==> src/rtl/mexp_pkg.sv <==
package mexp_pkg;

  // Width of each field on the stream ports
  localparam int unsigned FIELD_WIDTH = 32;

  // Sequencer states
  typedef enum logic [2:0] {
    S_IDLE,
    S_CHECK,
    S_MUL,
    S_RED,
    S_DONE
  } state_t;

endpackage

==> src/rtl/modular_exponentiation_core.sv <==
// Computes base^exponent mod modulus by right-to-left square and multiply,
// one item at a time. Only the low OPERAND_WIDTH (W) bits of each field are
// used. One shared W x W multiplier and one restoring remainder unit, which
// takes one product bit per cycle, do all the arithmetic. Every modular
// product is a multiply (S_MUL) followed by a reduction over all 2W product
// bits (S_RED). Each modular product is preceded by a decision state
// (S_CHECK), and one more decision ends the exponent scan. An item with
// exponent zero goes from its first decision to the result, and an item with
// modulus zero skips the scan entirely. A zero modulus returns residue 0
// with tuser set. The result sits in an output register, so the next item
// is taken while it waits.
module modular_exponentiation_core #(
  parameter int unsigned OPERAND_WIDTH = 32
) (
  input  logic                                 clk,
  input  logic                                 rst,
  input  logic                                 s_tvalid,
  output logic                                 s_tready,
  // base [31:0], exponent [63:32], modulus [95:64]
  input  logic [3*mexp_pkg::FIELD_WIDTH-1:0]   s_tdata,
  output logic                                 m_tvalid,
  input  logic                                 m_tready,
  // power_residue [31:0]
  output logic [mexp_pkg::FIELD_WIDTH-1:0]     m_tdata,
  // zero_modulus_error [0]
  output logic                                 m_tuser
);
  import mexp_pkg::*;

  localparam int unsigned W      = OPERAND_WIDTH;
  localparam int unsigned CNT_W  = $clog2(2 * W);
  localparam logic [CNT_W-1:0] CNT_LAST = CNT_W'(2 * W - 1);

  state_t state, state_next;

  logic [W-1:0]     acc;
  logic [W-1:0]     sq;
  logic [W-1:0]     expo;
  logic [W-1:0]     mod_r;
  logic             mul_acc;   // current product updates the accumulator
  logic             sq_phase;  // multiply for this bit already done
  logic [2*W-1:0]   prod;
  logic [W-1:0]     rem;
  logic [CNT_W-1:0] cnt;

  logic             out_load;
  logic             red_last;
  logic [W:0]       rem_shift;
  logic [W+1:0]     diff;
  logic [W-1:0]     rem_new;
  logic [W-1:0]     mul_a;
  logic [W-1:0]     residue;

  // Remainder step: bring in the next product bit, subtract if it fits
  assign rem_shift = {rem, prod[2*W-1]};
  assign diff      = {1'b0, rem_shift} - {2'b00, mod_r};
  assign rem_new   = diff[W+1] ? rem_shift[W-1:0] : diff[W-1:0];
  assign red_last  = (cnt == CNT_LAST);

  assign mul_a   = mul_acc ? acc : sq;
  // Accumulator is reduced unless untouched; 1 mod 1 is the only fix-up
  assign residue = (mod_r == W'(1)) ? '0 : acc;

  // Next state
  always_comb begin
    state_next = state;
    case (state)
      S_IDLE: begin
        if (s_tvalid) begin
          if (s_tdata[2*FIELD_WIDTH +: W] == '0) state_next = S_DONE;
          else state_next = S_CHECK;
        end
      end
      S_CHECK: begin
        if (expo == '0) state_next = S_DONE;
        else state_next = S_MUL;
      end
      S_MUL: state_next = S_RED;
      S_RED: begin
        if (red_last) state_next = S_CHECK;
      end
      S_DONE: begin
        if (out_load) state_next = S_IDLE;
      end
      default: state_next = S_IDLE;
    endcase
  end

  // Handshake and load strobes
  always_comb begin
    s_tready = (state == S_IDLE);
    out_load = (state == S_DONE) && (!m_tvalid || m_tready);
  end

  always_ff @(posedge clk) begin
    if (rst) state <= S_IDLE;
    else state <= state_next;
  end

  // Operand registers and shared datapath
  always_ff @(posedge clk) begin
    case (state)
      S_IDLE: begin
        if (s_tvalid) begin
          sq       <= s_tdata[0 +: W];
          expo     <= s_tdata[FIELD_WIDTH +: W];
          mod_r    <= s_tdata[2*FIELD_WIDTH +: W];
          acc      <= W'(1);
          sq_phase <= 1'b0;
        end
      end
      S_CHECK: begin
        mul_acc <= expo[0] && !sq_phase;
      end
      S_MUL: begin
        prod <= (2*W)'(mul_a) * (2*W)'(sq);
        rem  <= '0;
        cnt  <= '0;
      end
      S_RED: begin
        prod <= prod << 1;
        rem  <= rem_new;
        cnt  <= cnt + CNT_W'(1);
        if (red_last) begin
          if (mul_acc) begin
            acc      <= rem_new;
            sq_phase <= 1'b1;
          end else begin
            sq       <= rem_new;
            expo     <= expo >> 1;
            sq_phase <= 1'b0;
          end
        end
      end
      default: ;
    endcase
  end

  // Output register: hold the beat until taken
  always_ff @(posedge clk) begin
    if (rst) begin
      m_tvalid <= 1'b0;
    end else if (out_load) begin
      m_tvalid <= 1'b1;
    end else if (m_tready) begin
      m_tvalid <= 1'b0;
    end
  end

  always_ff @(posedge clk) begin
    if (out_load) begin
      m_tuser <= (mod_r == '0);
      m_tdata <= (mod_r == '0) ? '0 : FIELD_WIDTH'(residue);
    end
  end

endmodule

==> config.mk <==
export PLATFORM = sky130hd
export DESIGN_NAME = modular_exponentiation_core
export DESIGN_NICKNAME = d
export VERILOG_FILES = /design/src/rtl/mexp_pkg.sv /design/src/rtl/modular_exponentiation_core.sv
export SDC_FILE = /design/constraint.sdc
export NUM_CORES = 2
export LEC_CHECK = 0
export ABC_AREA = 1
export BUFFER_PORTS_ARGS = -buffer_cell sky130_fd_sc_hd__buf_2
export CORE_MARGIN = 2
export CORE_UTILIZATION = 50
export DETAILED_ROUTE_END_ITERATION = 10
export GPL_TIMING_DRIVEN = 1
export PLACE_DENSITY = 0.8
export RECOVER_POWER = 100
export SLEW_MARGIN = 20
export SYNTH_ARGS = -nofsm -noshare
export SYNTH_HDL_FRONTEND = slang
export SYNTH_SLANG_ARGS = --single-unit
==> constraint.sdc <==
create_clock -name clk -period 8.5 [get_ports clk]
set_clock_uncertainty 0.15 [all_clocks]
set_input_delay 1.7 -clock clk [delete_from_list [all_inputs] [get_ports clk]]
set_output_delay 1.7 -clock clk [all_outputs]
set_load 0.02 [all_outputs]
### Yosys cells after proc, flatten, opt, wreduce, memory -nomap -nowiden

Cells that the tools add are included.
W data, S select, Z words.

* flip-flop bits (word level): 269
* input port bits: 100
* logic and storage cells: 74

* multiplexer cells: 29
* $mul: 1
* add/subtract/negate cells: 2
* reduce and logical (&&, ||, !) cells: 18
* equal/unequal tests: 11

Operators with widths (count)
* $mux W32: 11
* $pmux W32 S2: 4
* $pmux W64 S2: 1
* $logic_not A32 Y1: 3
* $mul A32 B32 Y64: 1
* $sub A33 B32 Y34: 1
* $eq A32 B1 Y1 const B: 1
* $mux W3: 5
* $pmux W3 S5: 1
* $pmux W6 S2: 1
* $ne A2 B2 Y1 const B: 5
* $reduce_and A4 Y1: 2
* $add A6 B1 Y6 const B: 1
* $eq A3 B2 Y1 const B: 2
* $eq A6 B6 Y1 const B: 1
* $reduce_and A3 Y1: 2
* $reduce_bool A2 Y1: 3
* $mux W1: 5
* $eq A3 B1 Y1 const B: 1
* $eq A3 B3 Y1 const B: 1
* $logic_not A3 Y1: 1
* $logic_and A1 B1 Y1: 2
* $logic_not A1 Y1: 2
* $pmux W1 S2: 1
* other kinds (3): 3

### Logic depth before layout (Yosys ltp)

* word-level depth: 5
* gate-level depth with buffers: 36
* gate-level depth less buffers: 33

### Least setup slack after synthesis

OpenSTA, ideal clock, no wires.

* path type: register to register
* from: reg state[1]
* to: reg expo[0], enable pin
* path buffers: 1
* stages on the path, launching flop included: 8
* path slack: -0.803 ns
* clock period less this slack: 9.303 ns
* arrival time: 8.572 ns
* path through: dfxtp_1 > inv_1 > nor2_2 > inv_1 > nor2_4 > inv_2 > buf_2 > a211oi_1

* cells in the longest elaborated chain, start to end: 3

RTL lines
* start: declaration: line modular_exponentiation_core.sv:34 `state_t state, state_next;`
* start signal: assignment: line modular_exponentiation_core.sv:97 `else state <= state_next;`
* $eq A3 B2 Y1 or $logic_not A3 Y1 (tied branches): line modular_exponentiation_core.sv:102 `case (state)`
* $ne A2 B2 Y1 (no line) or $reduce_bool A2 Y1 (tied branches)
* $reduce_and A4 Y1 (no line) *
* end signal: assignment: line modular_exponentiation_core.sv:106 `expo <= s_tdata[FIELD_WIDTH +: W];`
* end signal: assignment: line modular_exponentiation_core.sv:130 `expo <= expo >> 1;`
* end: declaration: line modular_exponentiation_core.sv:38 `logic [W-1:0] expo;`

Mark *: on every way between the ends. The rest lies on a longest branch, timed or not.
A chain may end at the register's enable or synchronous reset.

### Worst setup path in the final report

* from: reg mul_acc
* to: reg prod[35] (data pin)

* cells in the longest elaborated chain, start to end: 3

RTL lines
* start: declaration: line modular_exponentiation_core.sv:40 `logic mul_acc;`
* start signal: assignment: line modular_exponentiation_core.sv:113 `mul_acc <= expo[0] && !sq_phase;`
* $mux W32: line modular_exponentiation_core.sv:60 `assign mul_a = mul_acc ? acc : sq;`
* $mul A32 B32 Y64: line modular_exponentiation_core.sv:116 `prod <= (2*W)'(mul_a) * (2*W)'(sq);`
* $pmux W64 S2: line modular_exponentiation_core.sv:102
* end signal: assignment: line modular_exponentiation_core.sv:116
* end signal: assignment: line modular_exponentiation_core.sv:121 `prod <= prod << 1;`
* end: declaration: line modular_exponentiation_core.sv:42 `logic [2*W-1:0] prod;`

Every way passes these cells.

==> impl_metrics.ini <==
[cells_and_area]
mostFrequentLayoutCell = nand2_1
fin_cells = 7275
layout_common_cells = 1412 x nand2_1, 1392 x inv_1, 897 x fa_1, 816 x nor2_1, 296 x ha_1
area_growth_pct = 7.452
layout-drive-gt1-share_pct = 6.008
nNetsFinal = 7278

[yosys]
synth_edf_count = 265
synth_top_family_by_area = adder cells
synthesis.nets = 7178
synth-async-reset-ratio_pct = 0
synth-simple-area-share_pct = 21.17
muxShareOfSynthArea_pct = 0
synth_compound_gate_area_share_pct = 2.593
synthCells = 5885
ys_ff_latch = 269
yosysSeqAreaShare_pct = 16.84
synthXorXnorAreaFrac_pct = 0.7892
synthAdderAreaFrac_pct = 45.39
netlist_area_um2 = 47720
yosysUniqueCellTypes = 49
yosysWarnings = 0
synth_flop_cell = edfxtp_1
syn-mean-instance-area_um2 = 8.108

[outcome]
status = complete, but fails checks
violations = max-capacitance violations, max-slew violations

[floorplanning]
start_util_pct = 50.37
die-area_um2 = 97930
die_h_um = 312.9
die-width_um = 312.9
placementRows = 113
io_pins = 135
core_area_um2 = 94730

[worst_setup_path]
critPathSlowestCell = fa_1
end_kind = flop
critPathKind = reg -> reg
critPathMaxFanout = 27
critPathMaxStageDelay_ns = 0.57
crit_top_cell = fa_1
startpoint_type = flop
cp.arrival_ns = 8.57
cp_top_family = adder cells
worstPathRequired_ns = 8.73
cp_num_buf_inv = 8

[placed_design]
dp_cells = 7203
gp_congestion = 1.045
dp_hpwl_mm = 128.6
dpl_worst_slack_ns = -0.05444
port_buffers = 134

[grt]
grt_pass1_wl_mm = 242.0
grt_max_degree = 77
grt.overflow.total = 0
grt_antenna_before_repair = 2
track_usage_pct = 32.73
grt_pass1_vias = 41370

[detailed_routing]
drt_iter0_markers = 4317
drc = 0
dr.pass1.iters = 6
vias = 39430
postRouteAntennaNets = 0
viasPerCell = 5.420
wirelength_mm = 156.1
wire_per_inst_um = 21.46

[timing]
setup_viol = 0
timing.fmax_mhz = 119.8
hold_viol_final = 0
post-route-period-util_pct = 98.17
rsz0062_at_grt = false
setup_ws_ns = 0.1559
layout_min_cycle_time_ns = 8.344
worstMarginPinSlew_ns = 4.179
relSlewSlack_pct = -178.6
finalMaxSlewViolations = 461

[clock_network]
numCtsBuffers = 31
clock_latency_ns = 0.63
cts_tree = done
cts-root-buf = clkbuf_16
clk_pin_slew_worst_paths_ns = 0.07
clockBufferDepth = 3
htree_levels = 1
clock-sinks = 269

[min_path]
hp-class = reg -> reg

[flow_run]
drv_cap = 9
-- worst register-to-register path, delay by kind of cell, from the launching register on --
kind / cells / cell delay (ns)
adders and majority gates: 9 / 4.56
AOI/OAI and AO/OA: 3 / 0.62
DFF: 1 / 0.43
buffers and inverters: 8 / 1.05
and+or+nand+nor: 8 / 1.29
-- final timing paths --
path	startpoint	end	slack (ns)	cells after the start
worst max-delay path	mul_acc	prod[35]	0.16	28
worst min-delay path	prod[22]	prod[23]	0.36	2
worst max register to register	mul_acc	prod[35]	0.16	28
worst min register to register	prod[22]	prod[23]	0.36	2
-- state kept, by name, summed over array words and instances, names as in the netlist --
signal and count:
cnt 6, sq_phase 1, rem 32, sq 32, m_tvalid 1, expo 32
mod_r 32, m_tuser 1, state 3, m_tdata 32, acc 32, prod 64
mul_acc 1
-- layer usage --
| metal | vias up | routed length [µm] | global-route usage [%] |
|---|---|---|---|
| met1 | 19150 | 58410 | 42.51 |
| met2 | 2415 | 67280 | 49.75 |
| li1 | 17370 | - | - |
| met5 | - | 20 | 0 |
| met3 | 498 | 20540 | 10.20 |
| met4 | 2 | 9873 | 16.28 |
-- layout make-up --
cell class              count  area (µm²)
diodes                      1       2.502
clock buffers              31       775.7
clock inverters            26       250.2
fillers                  8699       43450
inverters                1420        5371
multi-input cells        3967       33410
flip-flops and latches    269        8038
well taps                1265        1583
repair buffers            295        1842
repair inverters            1       5.005
-- Yosys cell counts (30+ instances only) --
cell type | number | area [µm²]
ha_1 | 296 | 3704
inv_1 | 1401 | 5259
nand4_1 | 30 | 187.7
o21a_1 | 32 | 240.2
xnor2_1 | 36 | 315.3
nand3b_1 | 37 | 277.8
o21ai_0 | 71 | 355.3
buf_2 | 54 | 270.3
fa_1 | 897 | 17960
a21oi_1 | 78 | 390.4
nand2_1 | 1413 | 5304
edfxtp_1 | 265 | 7958
nor2_1 | 818 | 3070
nand3_1 | 139 | 695.7
clkbuf_1 | 158 | 593.1
-- per-stage QoR --
| step | setup TNS (ns) | cell area [µm²] | hold WS [ns] | util (%) |
|---|---|---|---|---|
| final | 0 | 51270 | 0.3637 | 54.13 |
| after global placement | -0.04252 | 50200 | 0.3573 | 52.99 |
| after CTS | 0 | 51230 | 0.3684 | 54.08 |
| after detailed placement | -0.05444 | 50200 | 0.3582 | 52.99 |
| after floorplan | 0 | 47720 | 0.3444 | - |
| after global routing | 0 | 51270 | 0.3965 | 54.13 |
-- what timing repair did --
action	CTS	global route
gates resized for setup	1	26
hold buffers	0	0
cloned	0	1
buffers inserted	0	11
setup endpoints to repair	1	38
-- cell families after synthesis --
| group | after synthesis |
|---|---|
| compound gates | 213 |
| xor+xnor | 43 |
| fa+ha+maj | 1193 |
| buf+inv | 1649 |
| flops | 269 |
| simple gates | 2518 |
Power is not shown: default switching activity piles up to over one toggle a cycle in this logic, so the estimate is an artifact.
